**config.mk**
```make
export PLATFORM = sky130hd
export DESIGN_NAME = bslpm_front
export DESIGN_NICKNAME = d
export VERILOG_FILES = /design/src/sv/bslpm_pkg.sv /design/src/sv/bslpm_front.sv
export SDC_FILE = /design/constraint.sdc
export NUM_CORES = 1
export LEC_CHECK = 0
export ABC_AREA = 1
export BUFFER_PORTS_ARGS = -buffer_cell sky130_fd_sc_hd__buf_2
export CAP_MARGIN = 15
export CORE_MARGIN = 4
export CORE_UTILIZATION = 42
export DETAILED_ROUTE_END_ITERATION = 12
export PLACE_DENSITY = 0.79
export SLEW_MARGIN = 30
export SYNTH_ARGS = -nofsm -noshare
export SYNTH_HDL_FRONTEND = slang
export SYNTH_SLANG_ARGS = --single-unit
export TNS_END_PERCENT = 10
```
**constraint.sdc**
```tcl
create_clock -name clock -period 6.13 [get_ports clock]
set_input_delay 0 -clock clock [delete_from_list [all_inputs] [get_ports clock]]
set_output_delay 0 -clock clock [all_outputs]
set_load 0.03 [all_outputs]
```
**src/sv/bslpm_pkg.sv**
```systemverilog
package bslpm_pkg;

   localparam int ADDR_BITS = 32;
   localparam int LEN_BITS = 3;
   localparam int PORT_FIELD_BITS = 8;
   localparam int HOP_BITS = 32;
   localparam int STATUS_BITS = 3;

   localparam logic CMD_INSERT = 1'b0;
   localparam logic CMD_LOOKUP = 1'b1;

   localparam logic [STATUS_BITS-1:0] ST_NEW     = 3'd0;
   localparam logic [STATUS_BITS-1:0] ST_UPDATED = 3'd1;
   localparam logic [STATUS_BITS-1:0] ST_FULL    = 3'd2;
   localparam logic [STATUS_BITS-1:0] ST_HIT     = 3'd3;
   localparam logic [STATUS_BITS-1:0] ST_MISS    = 3'd4;

   localparam logic [LEN_BITS-1:0] LEN_ONE  = 3'd1;
   localparam logic [LEN_BITS-1:0] LEN_TWO  = 3'd2;
   localparam logic [LEN_BITS-1:0] LEN_FOUR = 3'd4;

   // classified transaction handed from the front to the back
   typedef struct packed {
      logic                       cmd;
      logic [LEN_BITS-1:0]        len;
      logic [ADDR_BITS-1:0]       pfx;
      logic [PORT_FIELD_BITS-1:0] port;
      logic [HOP_BITS-1:0]        next_hop;
   } op_type;

   function automatic logic [ADDR_BITS-1:0] byte_mask(input logic [LEN_BITS-1:0] len);
      logic [ADDR_BITS-1:0] mask;
      case (len)
         3'd1:    mask = 32'hFF00_0000;
         3'd2:    mask = 32'hFFFF_0000;
         3'd3:    mask = 32'hFFFF_FF00;
         default: mask = 32'hFFFF_FFFF;
      endcase
      return mask;
   endfunction

   function automatic logic [LEN_BITS-1:0] clamp_len(input logic [LEN_BITS-1:0] raw);
      logic [LEN_BITS-1:0] len;
      if (raw == '0) begin
         len = LEN_ONE;
      end else if (raw > LEN_FOUR) begin
         len = LEN_FOUR;
      end else begin
         len = raw;
      end
      return len;
   endfunction

endpackage

```
**src/sv/bslpm_front.sv**
```systemverilog
module bslpm_front
   import bslpm_pkg::*;
(
   input  logic                       clock,
   input  logic                       reset,
   input  logic                       req_valid,
   output logic                       req_ready,
   input  logic                       req_cmd,
   input  logic [ADDR_BITS-1:0]       req_address,
   input  logic [LEN_BITS-1:0]        req_prefix_bytes,
   input  logic [PORT_FIELD_BITS-1:0] req_port,
   input  logic [HOP_BITS-1:0]        req_next_hop,
   output logic                       op_valid,
   input  logic                       op_ready,
   output op_type                     op
);

   logic   valid_ff, valid_in;
   op_type op_ff, op_in;
   logic   len_clamped;
   logic [LEN_BITS-1:0] len;

   assign len_clamped = 1'b1;
   assign len = clamp_len(req_prefix_bytes);

   assign req_ready = !valid_ff || op_ready;

   always_comb begin
      op_in          = op_ff;
      op_in.cmd      = req_cmd;
      op_in.len      = len;
      // drop the bytes below the prefix length on insert
      op_in.pfx      = (req_cmd == CMD_INSERT) ? (req_address & byte_mask(len))
                                               : req_address;
      op_in.port     = req_port;
      op_in.next_hop = req_next_hop;
   end

   always_comb begin
      valid_in = valid_ff;
      if (req_ready) begin
         valid_in = req_valid && len_clamped;
      end
   end

   always_ff @(posedge clock) begin
      if (reset) begin
         valid_ff <= 1'b0;
      end else begin
         valid_ff <= valid_in;
      end
      if (req_ready && req_valid) begin
         op_ff <= op_in;
      end
   end

   assign op_valid = valid_ff;
   assign op = op_ff;

endmodule

```
==> metrics.yaml <==
outcome:
  status: "finished, final reports clean"
global_routing:
  grt_pass1_wl_mm: 11.6
  antenna_found_initial: 0
  gr-total-overflow: 0
  track_usage_pct: 21.6
  grt_max_degree: 77
  grt_pass1_vias: 2102
timing:
  fin_crit_sh_pct: 27.7
  setup_viol: 0
  hold_viol: 0
  fin_crit_ns: 1.70
  rsz0062_at_grt: "no"
  worst_slew_pin_slew_ns: 0.917
  maxSlewViolCount: 0
  whs_ns: 0.0160
  fin_skew_ns: 0.00995
  fin_tns_setup_ns: 0
  fmax_mhz: 589
  maxSlewHeadroom_pct: 38.9
power_and_ir_drop:
  p_leak_uw: 0.00193
  cellPowerDensity_nw_per_um2: 288
  peakVddDrop_v: 0.000218
  p_total_uw: 1270
clocking:
  cts_root_buf: "clkbuf_8"
  cts_buffer_depth: 2
  htree_levels: 3
  cts_tree: "done"
  clock_sinks: 77
  post_cts_resized: 0
  path_clk_slew_ns: 0.08
  cts-buffers-inserted: 9
  clock_latency_ns: 0.34
yosys:
  synth_adder_area_share_pct: 0
  ys_ff_latch: 77
  synth_most_common_cell: "edfxtp_1"
  synth-main-ff-cell: "edfxtp_1"
  synth-xor-area-share_pct: 0
  syn_inst: 123
  synth-seq-area-share_pct: 89.4
  synth_async_sr_flop_share_pct: 0
  synth_simple_gate_area_share_pct: 2.33
  synthesis.nets: 203
  syn-cell-area_sq_um: 2570
  synth_common_cells: "edfxtp_1 (76), a21boi_1 (11), inv_1 (11), nor2_1 (11), a21boi_2 (4)"
  yosysTopAreaCell: "edfxtp_1"
  ys_warn_count: 0
  avgSynthCellArea_sq_um: 20.9
  synth_top_area_share_pct: 88.6
  synth_edf_count: 76
  ys_top_cells_by_area: "edfxtp_1 (89%), a21boi_1 (3.2%), a21boi_2 (1.7%)"
  synth.area.mux_share_pct: 0
  synth_compound_area_share_pct: 5.64
  synth_top_family_by_area: "compound AO/OA/AOI/OAI gates"
  synth_cell_types: 12
drt:
  viasPerCell: 4.52
  post_drt_wl_per_cell_microns: 17.8
  via_count: 1995
  drt_iter0_drc: 140
  drtPass1Iterations: 4
  wl_mm: 7.85
  drc: 0
  antenna_left: 0
placement:
  place_inst: 353
  place_congestion: 0.774
  port_buffers: 157
  hpwl_mm: 4.66
critical_path:
  cp-end-kind: "register"
  timing.rr.start: "op_valid$_SDFFE_PP0N_"
  arrival_ns: 1.66
  cp_max_fo: 76
  start_kind: "register"
  critPathKind: "reg -> reg"
  crit_required_ns: 6.09
  critPathLaunch: "op_valid$_SDFFE_PP0N_"
hold_path:
  hold_class: "in -> reg"
  hold_start: "req_address[18]"
floorplanning:
  rows: 28
  die_h_microns: 86.3
  core_area_sq_um: 5920
  die-area_sq_um: 7450
  start_util_pct: 43.5
  boundaryPins: 158
  die_w_microns: 86.3
final_layout:
  final_cells: 441
  drive_gt1_share_pct: 48.6
  finish.utilization_pct: 74.4
  n_antenna_cell: 0
  num-nets-final: 441
  area_delta_synth_final_pct: 71.1
run:
  maxCapViolCount: 0
## what timing repair did
| action | in CTS | in global routing |
|---|---|---|
| hold buffers | 72 | 0 |
| setup buffers | 0 | 0 |
| hold endpoints to repair | 71 | 0 |
## placed cells by master (no fill, tap or decap)
master         count
a21boi_0           1
a21boi_1          11
a21boi_2           4
a21oi_1            1
a21oi_4            1
buf_2            157
buf_4              1
bufinv_16          3
clkbuf_1           1
clkbuf_8           9
clkinv_1           1
clkinv_4           2
dfxtp_1            1
dlygate4sd3_1     72
edfxtp_1          76
inv_1             11
nand2_1            2
nor2_1            11
nor2_4             1
## registers in the layout (all words and copies together), names as in the netlist
signal and cells:
op 76, op_valid 1
## cells by family after synthesis
family                 Yosys count
DFF                             77
AOI/OAI and AO/OA               18
and+or+nand+nor                 14
buffers and inverters           14
## cell type report
cell class / instances / area [sq um]
clock inverters: 6 / 111
repair buffers: 230 / 1510
inverters: 11 / 41.3
multi-input cells: 32 / 216
flip-flops and latches: 77 / 2300
well taps: 75 / 93.8
clock buffers: 10 / 128
fillers: 366 / 1510
## worst max-delay path, stage by stage (launching register included)
cell	delay [ns]
dfxtp_1	0.38
a21oi_4	0.17
buf_4	0.73
## final timing paths
| kind | endpoint | slack (ns) | cells after the start |
|---|---|---|---|
| max | op[55]$_DFFE_PP_ | 4.43 | 2 |
| min | op[58]$_DFFE_PP_ | 0.02 | 2 |
| max reg2reg | op[55]$_DFFE_PP_ | 4.43 | 2 |
| min reg2reg | op_valid$_SDFFE_PP0N_ | 1.20 | 3 |
## stage by stage
step / instance area (sq um) / setup WS [ns]
after CTS: 4410 / 4.49
after floorplan: 2570 / 1.43
final: 4410 / 4.43
after global placement: 3450 / 4.57
after detailed placement: 3450 / 4.49
after global routing: 4410 / 4.37
## routing by layer
metal / vias to the layer above / track usage [%] / part of all wire (%)
met1: 944 / 24.1 / 36
met4: 0 / 5.52 / 1.4
met5: - / 0 / 0
met3: 13 / 9.41 / 10
li1: 929 / - / -
met2: 109 / 38.0 / 52
## report_power, final
part	internal (uW)	switching, uW	total (uW)
logic	74.7	114	189
clock network	271	184	455
registers	618	10.0	628
(Power assumes the default switching activity.)
