==> src/sv/bslpm_pkg.sv <==
package bslpm_pkg;

   localparam int ADDR_BITS = 32;
   localparam int LEN_BITS = 3;
   localparam int PORT_FIELD_BITS = 8;
   localparam int HOP_BITS = 32;
   localparam int STATUS_BITS = 3;

   localparam logic CMD_INSERT = 1'b0;
   localparam logic CMD_LOOKUP = 1'b1;

   localparam logic [STATUS_BITS-1:0] ST_NEW     = 3'd0;
   localparam logic [STATUS_BITS-1:0] ST_UPDATED = 3'd1;
   localparam logic [STATUS_BITS-1:0] ST_FULL    = 3'd2;
   localparam logic [STATUS_BITS-1:0] ST_HIT     = 3'd3;
   localparam logic [STATUS_BITS-1:0] ST_MISS    = 3'd4;

   localparam logic [LEN_BITS-1:0] LEN_ONE  = 3'd1;
   localparam logic [LEN_BITS-1:0] LEN_TWO  = 3'd2;
   localparam logic [LEN_BITS-1:0] LEN_FOUR = 3'd4;

   // classified transaction handed from the front to the back
   typedef struct packed {
      logic                       cmd;
      logic [LEN_BITS-1:0]        len;
      logic [ADDR_BITS-1:0]       pfx;
      logic [PORT_FIELD_BITS-1:0] port;
      logic [HOP_BITS-1:0]        next_hop;
   } op_type;

   function automatic logic [ADDR_BITS-1:0] byte_mask(input logic [LEN_BITS-1:0] len);
      logic [ADDR_BITS-1:0] mask;
      case (len)
         3'd1:    mask = 32'hFF00_0000;
         3'd2:    mask = 32'hFFFF_0000;
         3'd3:    mask = 32'hFFFF_FF00;
         default: mask = 32'hFFFF_FFFF;
      endcase
      return mask;
   endfunction

   function automatic logic [LEN_BITS-1:0] clamp_len(input logic [LEN_BITS-1:0] raw);
      logic [LEN_BITS-1:0] len;
      if (raw == '0) begin
         len = LEN_ONE;
      end else if (raw > LEN_FOUR) begin
         len = LEN_FOUR;
      end else begin
         len = raw;
      end
      return len;
   endfunction

endpackage

==> src/sv/bslpm_queue.sv <==
module bslpm_queue
   import bslpm_pkg::*;
(
   input  logic   clock,
   input  logic   reset,
   input  logic   in_valid,
   output logic   in_ready,
   input  op_type in_op,
   output logic   out_valid,
   input  logic   out_ready,
   output op_type out_op
);

   op_type     entry_ff [2];
   logic       wr_ptr_ff, wr_ptr_in;
   logic       rd_ptr_ff, rd_ptr_in;
   logic [1:0] fill_ff, fill_in;
   logic       push, pop;

   assign in_ready  = (fill_ff != 2'd2);
   assign out_valid = (fill_ff != 2'd0);
   assign out_op    = entry_ff[rd_ptr_ff];
   assign push      = in_valid && in_ready;
   assign pop       = out_valid && out_ready;

   always_comb begin
      wr_ptr_in = push ? !wr_ptr_ff : wr_ptr_ff;
      rd_ptr_in = pop ? !rd_ptr_ff : rd_ptr_ff;
      fill_in   = fill_ff;
      if (push && !pop) begin
         fill_in = fill_ff + 2'd1;
      end else if (pop && !push) begin
         fill_in = fill_ff - 2'd1;
      end
   end

   always_ff @(posedge clock) begin
      if (reset) begin
         wr_ptr_ff <= 1'b0;
         rd_ptr_ff <= 1'b0;
         fill_ff   <= 2'd0;
      end else begin
         wr_ptr_ff <= wr_ptr_in;
         rd_ptr_ff <= rd_ptr_in;
         fill_ff   <= fill_in;
      end
      if (push) begin
         entry_ff[wr_ptr_ff] <= in_op;
      end
   end

endmodule

==> config.mk <==
export PLATFORM = sky130hd
export DESIGN_NAME = bslpm_queue
export DESIGN_NICKNAME = d
export VERILOG_FILES = /design/src/sv/bslpm_pkg.sv /design/src/sv/bslpm_queue.sv
export SDC_FILE = /design/constraint.sdc
export NUM_CORES = 1
export LEC_CHECK = 0
export BUFFER_PORTS_ARGS = -buffer_cell sky130_fd_sc_hd__buf_2
export CAP_MARGIN = 20
export CORE_AREA = 2 2 131 101
export DETAILED_ROUTE_END_ITERATION = 12
export DIE_AREA = 0 0 133 103
export GPL_TIMING_DRIVEN = 0
export PLACE_DENSITY_LB_ADDON = 0.15
export SETUP_SLACK_MARGIN = 0.1
export SLEW_MARGIN = 0
export SYNTH_ARGS = -nofsm -noshare
export SYNTH_HDL_FRONTEND = slang
export SYNTH_SLANG_ARGS = --single-unit
==> constraint.sdc <==
create_clock -name clock -period 2.7 [get_ports clock]
set_input_delay 0.405 -clock clock [delete_from_list [all_inputs] [get_ports clock]]
set_output_delay 0.405 -clock clock [all_outputs]
set_load 0.02 [all_outputs]
==> run metrics, run 1 <==
DR vias/cell=4.719; # clock sinks=157; antenna violations before repair=2; # IOs=around 160; Final Critical Period=2142 ps; Sum Neg Setup Slack=0 ps; Post-DP Area=about 0.0068 mm²; share of the yosys chip area belonging to registers=81.68%; skew final=12.50 ps; worst r2r src=fill_ff[0]$_SDFFE_PP0P_; Total Routing Usage GR=~15%; Die Area=0.01370 mm²; Slew Viols, Final=0; mux cell area share after synthesis=14.99%; # H-tree levels=4; largest family of logic cells by synthesized area=multiplexers; CP Max Fanout=10; cells along the critical path=buf_4 > buf_6 > mux2_2 > buf_2; CP Launch Type=register; Syn. warnings=0; Layout fillers=983; fin nets=520; power per cell area=roughly 1000 mW/mm²; Worst EP required=~2300 ps; Worst EP arrival=1740 ps; worst hold start=in_op[23]; Post-CTS Setup Inserts=0; Mapped Cells=260; Tightest Pin Transition=504.5 ps; Post-CTS Hold Buffers=0; Slew HR=66.37%; Post-Synth Simple-Gate Area=less than 1%; Pre-Repair DR Iteration Count=4; pre-CTS setup slack=851.3 ps; grt ovf=0; buffer and inverter count on the worst path=3; Adder-Cell Fraction of Synth Area=0.2191%; Unique masters post-synth=19; Final period util=between 70 and 80%; Max Freq=0.4669 GHz; TritonCTS buffer count=17; largest net degree at the start of global routing=45; RSZ-0062 raised after global routing=no; Post-DRT Antenna Nets=0; routability cong.=around 0.66; ant diodes=0; status=completed; syn avg cell area=21.96 µm²; Initial Util=45.44%; total power=7639 µW; Wirelength per Cell=~16 µm; Crit path largest cell delay=380 ps; CP Class=register to output port; DRT iter0 DRCs=107; post-route setup slack=558.3 ps; DP HPWL=6539 µm; drt total wl=9938 µm; post-synthesis net count=341; setup violators final=0; Final Hold Fails=0; Hold WC Path Type=input port to register; Compound-Gate Fraction of Synth Area=0.5259%; Synth-to-Final Area Change=30.26%; post-CTS sizing=0; Max Root-Sink Buffers=2; # rows=36; DRC viols=0; post-route cell area=between 0.007 and 0.008 mm²; Max Cap Violations=0; peak supply drop=0.6455 mV; Post-Syn Area=0.005710 mm²; core area=0.01257 mm²; CTS tree=done; Pleak=0.002798 µW; Die X=133 µm; IO buf count=157; vias in the first global route=2973; CP delay by family, top=buffers and inverters; Via Count=2940; first-pass GRT wire length=14760 µm; clk_lat worst skew=410 ps; Yosys reg bits=157; CTS clk-pin slew, worst paths=~60 ps; Max stage delay cell, worst path=dfxtp_1; Die H=about 100 µm; Critical Path End Type=output port; clock root buffer master=clkbuf_16; XOR/XNOR Fraction of Synth Area=less than 1%; layout cell share with drive strength beyond 1=61.06%
-- synth_stat cells --
cell	number	area, µm²
edfxtp_1	152	4564
mux2_2	76	855.8
dfxtp_1	5	100.1
buf_6	4	45.04
buf_2	3	15.01
nor2_1	3	11.26
xor2_1	3	26.28
a21oi_1	2	10.01
o21ai_0	2	10.01
a21bo_2	1	10.01
and2_1	1	6.260
and3_1	1	6.260
buf_4	1	7.510
ha_1	1	12.51
inv_1	1	3.750
nand2b_1	1	6.260
nand3b_1	1	7.510
or2_2	1	6.260
or3_1	1	6.260
-- cell usage in the layout, fill, tap and decap left out --
master	count
a21bo_2	1
buf_4	1
a21oi_1	2
o21ai_0	2
nor2_1	3
clkinv_1	3
buf_2	160
clkbuf_16	17
dfxtp_1	5
and3_4	1
clkbuf_1	1
xor2_1	3
clkinv_4	1
edfxtp_1	152
buf_16	1
or2_2	1
buf_12	2
ha_1	1
and2_1	1
nand2b_1	1
buf_6	4
or3_1	1
clkinv_2	3
clkinvlp_4	2
bufinv_16	6
mux2_2	76
nand3b_1	1
-- metal layers --
| metal | track usage (%) | vias up | share of wire (%) |
|---|---|---|---|
| li1 | - | 1388 | - |
| met1 | 17.16 | 1423 | 42 |
| met2 | 23.00 | 111 | 48 |
| met3 | 7.670 | 14 | 8.7 |
| met4 | 6.452 | 4 | 1.0 |
| met5 | 0 | - | 0.29 |
-- where the power goes --
| part | switching, µW | leakage (µW) | internal, µW |
|---|---|---|---|
| registers | 76.3 | 0.00146 | 3040 |
| clock network | 871 | 0.000316 | 1720 |
| logic | 1130 | 0.00102 | 800 |
| total | 2080 | 0.00280 | 5560 |
-- state kept, by name, summed over array words and instances (netlist names), named ones only --
name       flops
wr_ptr_ff      1
entry_ff     152
fill_ff        2
rd_ptr_ff      1
-- worst register-to-register path, delay by kind of cell (launching register included) --
kind,cells,cell delay [ps]
AND/OR/NAND/NOR,2,780
buffers and inverters,1,300
flip-flops,1,400
-- worst paths after layout --
kind,slack [ps],cells past startpoint,endpoint
hold reg to reg,520,2,register
setup reg to reg,860,3,entry_ff[1][50]$_DFFE_PP_
hold / removal,170,1,entry_ff[1][23]$_DFFE_PP_
setup / recovery,560,4,out_op[30]
-- kinds of logic after synthesis --
| family | Yosys count |
|---|---|
| multiplexers | 76 |
| AND/OR/NAND/NOR | 9 |
| adder cells (fa/ha/maj) | 1 |
| AO/OA/AOI/OAI | 5 |
| XOR/XNOR | 3 |
| flip-flops | 157 |
| buffers and inverters | 9 |
-- layout make-up --
cell class,instances,area [µm²],area share [%]
flip-flops and latches,157,4664,62.71
plain buffers,8,67.56,0.9083
clock inverters,14,222.7,2.994
repair buffers,160,853.3,11.47
well taps,171,214.0,2.876
clock buffers,18,429.2,5.770
multi-input cells,94,979.7,13.17
inverters,1,7.507,0.1009
-- per-stage QoR --
step                hold slack, ps  std cells  util (%)
finish                       171.5        623     59.19
global placement             486.5        588     53.43
floorplan                    470.5        260         -
detailed placement           504.3        591     54.00
global route                 156.3        623     59.19
CTS                          157.1        623     59.19
No activity file was read; power rests on OpenSTA's default activity.
==> run 2, diff against run 1 <==
- ABC_AREA: unset -> 1
- CORE_AREA: 2 2 131 101 -> 2 2 133 102
- DIE_AREA: 0 0 133 103 -> 0 0 135 104
- clock period: 2.7 -> 1.9 ns (I/O delays scaled with it)
==> run metrics, run 2 <==
Final Hold Fails=0 (unchanged); FFs w/ async S/R, synth=0% (unchanged); post-synthesis net count=354 (+3.8%); TritonCTS buffer count=17 (unchanged); Yosys reg bits=157 (unchanged); CTS tree=done; Worst EP arrival=1580 ps (-160 ps); syn avg cell area=21.53 µm² (-2.0%); clk_lat worst skew=430 ps (+20 ps); Post-Syn Area=0.005877 mm² (+2.9%); synth cell count leaders=152 x edfxtp_1, 40 x mux2_4, 36 x mux2_2, 9 x nand2_1, 8 x inv_1; setup violators final=0 (unchanged); footprint of the multi-input gates=0.001165 mm² (+19%); clock root buffer master=clkbuf_16; DP HPWL=6935 µm (+6.1%); DRC viols=0 (unchanged); post-route cell area=0.008125 mm² (+9.2%); max FFs per register=152 (unchanged); DR vias/cell=4.786 (+1.4%); Max Cap Violations=0 (unchanged); CTS clk-pin slew, worst paths=60 ps (about the same); Net Switching=3217 µW (+55%); CP Launch Type=register; Critical Path End=out_op[66]; Post-DP Area=0.006988 mm² (+3.0%); Final period util=98.07%; total power=11760 µW (+54%); largest net degree at the start of global routing=30 (-33%); dominant cells by area after synthesis=edfxtp_1 78%, mux2_4 10%, mux2_2 6.9%; # rows=36 (unchanged); Finished Layout Cells=645 (+3.5%); Die X=135 µm (+1.5%); Regs by FF count=entry_ff (152), fill_ff (2); r2r setup slk=220 ps (-640 ps); Pleak=0.003167 µW (+13%); Pre-Repair DR Iteration Count=4 (unchanged); # IOs=158 (unchanged); grt ovf=0 (unchanged); antenna violations before repair=0 (-2); fin nets=542 (+4.2%); Clock power frac=32.8% (-1.1 points); Post-synth EDFFs=152 (unchanged); register area=0.004669 mm² (+0.11%); Hold WC Path Type=input port to register; Mapped Cells=273 (+5.0%); drt total wl=10720 µm (+7.8%); Slew HR=48.81% (-18 points); share of the yosys chip area belonging to registers=79.37% (-2.3 points); # H-tree levels=4 (unchanged); routability cong.=0.6855 (+3.3%); RSZ-0062 raised after global routing=yes; Synth-to-Final Area Change=38.26%; Post-DRT Antenna Nets=0 (unchanged); core area=0.01279 mm² (+1.8%); Inst Count DP=605 (+2.4%); Critical R2R Capture=entry_ff[1][62]$_DFFE_PP_; count leader, synth=edfxtp_1; top cell type's share of synthesized area=77.67% (-2.3 points); # clock sinks=157 (unchanged); Critical Path End Type=output port; Reg with most FFs=entry_ff; Layout fillers=930 (-5.4%); worst r2r src=wr_ptr_ff$_SDFFE_PP0P_; Die H=104 µm (+0.97%); status=completed; R2R depth=3 (unchanged); DRT iter0 DRCs=107 (unchanged); skew final=6.651 ps (-5.848 ps); vias in the first global route=3170 (+6.6%); Wirelength per Cell=16.62 µm (+4.2%); first-pass GRT wire length=16130 µm (+9.3%); Final Critical Period=1863 ps; Sw Share=27.36% (+0.15 points); layout cell share with drive strength beyond 1=61.60% (+0.54 points); Die Area=0.01404 mm² (+2.5%); share of power burned in registers=38.4% (-2.4 points); Tightest Pin Transition=767.1 ps (+262.6 ps); power per cell area=1447 mW/mm² (+41%); combinational share of power=28.8% (+3.5 points); Via Count=3087 (+5.0%); Worst EP required=1620 ps (-680 ps); most frequent cells in the layout=152 x edfxtp_1, 108 x buf_2, 42 x mux2_4, 39 x buf_6, 34 x mux2_2; Int Pwr=8540 µW (+54%); Max Root-Sink Buffers=2 (unchanged); Top FF cell, synth=edfxtp_1; IO buf count=157 (unchanged); Sum Neg Setup Slack=0 ps (unchanged); CP Max Fanout=10 (unchanged); Initial Util=45.94% (+0.50 points); post-route setup slack=36.73 ps (-521.6 ps); Max Freq=0.5367 GHz; ant diodes=0 (unchanged); Unique masters post-synth=15 (-4); Syn. warnings=0 (unchanged); peak supply drop=0.8132 mV (+26%); Total Routing Usage GR=15.77% (+1.1 points); CP Class=register to output port; pre-CTS setup slack=29.22 ps (-822.0 ps); largest area contributor in the netlist=edfxtp_1; Slew Viols, Final=0 (unchanged); commonest non-fill, non-tap cell in the layout=edfxtp_1
-- run 2: cell types whose count changed after synthesis, sizes merged --
cell,change
nand3,+2
inv,+7
nand2,+9
or3,-1
and3,-1
xor2,-3
a21bo,-1
nand3b,-1
nand2b,-1
nand4,+1
or2,-1
nor2,+4
and2,-1
-- run 2: how the worst min path moves through the flow --
stage | start | to | depth (start not counted)
floorplan | in_op[0] | entry_ff[0][0]$_DFFE_PP_ | 0
global placement | in_op[36] | entry_ff[1][36]$_DFFE_PP_ | 1
detailed placement | in_op[12] | entry_ff[1][12]$_DFFE_PP_ | 1
CTS | in_op[12] | entry_ff[1][12]$_DFFE_PP_ | 1
global route | in_op[27] | entry_ff[1][27]$_DFFE_PP_ | 1
finish | in_op[8] | entry_ff[0][8]$_DFFE_PP_ | 1
-- run 2: worst max-delay path, stage by stage, from the launching register on --
cell	delay [ps]
dfxtp_4	380
buf_12	160
buf_12	160
mux2_4	300
buf_2	160
-- run 2: metrics by stage --
| step | util (%) | hold slack, ps |
|---|---|---|
| 2_1_floorplan | - | 383.9 |
| 3_3_place_gp | 54.00 | 472.3 |
| 3_5_place_dp | 54.63 | 475.7 |
| 4_1_cts | 62.26 | 24.34 |
| 5_1_grt | 63.52 | 21.29 |
| 6_report | 63.52 | 44.40 |
-- run 2: cell type report --
| type | count | area share (%) |
|---|---|---|
| buffer | 8 | 1.694 |
| clock buffer | 17 | 5.236 |
| clock inverter | 15 | 3.157 |
| inverter | 8 | 0.3696 |
| multi-input combinational | 102 | 14.34 |
| sequential | 157 | 57.47 |
| tap | 171 | 2.633 |
| timing repair buffer | 167 | 15.11 |
-- run 2: kinds of logic after synthesis --
logic type	after synthesis	synth area share, %
AOI/OAI and AO/OA	4	0.3407
adders and majority gates	1	0.2129
buffers and inverters	16	1.661
DFF	157	79.37
muxes	76	17.12
and+or+nand+nor	19	1.299
-- run 2: what timing repair did --
action	4_1_cts	5_1_grt
resized for setup	78	34
setup buffers	2	2
pin swaps	2	0
cloned	2	2
hold buffers	0	0
setup endpoints to repair	180	76
-- run 2: power by group through the flow --
stage               Combinational (µW)  Sequential [µW]  Clock [µW]
finish                            3390             4510        3860
global route                      3600             4550        4050
CTS                               3220             4520        3920
detailed placement                2820             4580           0
global placement                  2700             4580           0
floorplan                         1950             4550           0
-- run 2: metal layers --
| layer | wire, µm | up-vias | track usage [%] | share of wire [%] |
|---|---|---|---|---|
| li1 | - | 1456 | - | - |
| met1 | 4317 | 1495 | 17.94 | 40 |
| met2 | 5284 | 119 | 25.45 | 49 |
| met3 | 933 | 17 | 6.676 | 8.7 |
| met4 | 181 | 0 | 8.036 | 1.7 |
| met5 | 0 | - | 0 | 0 |
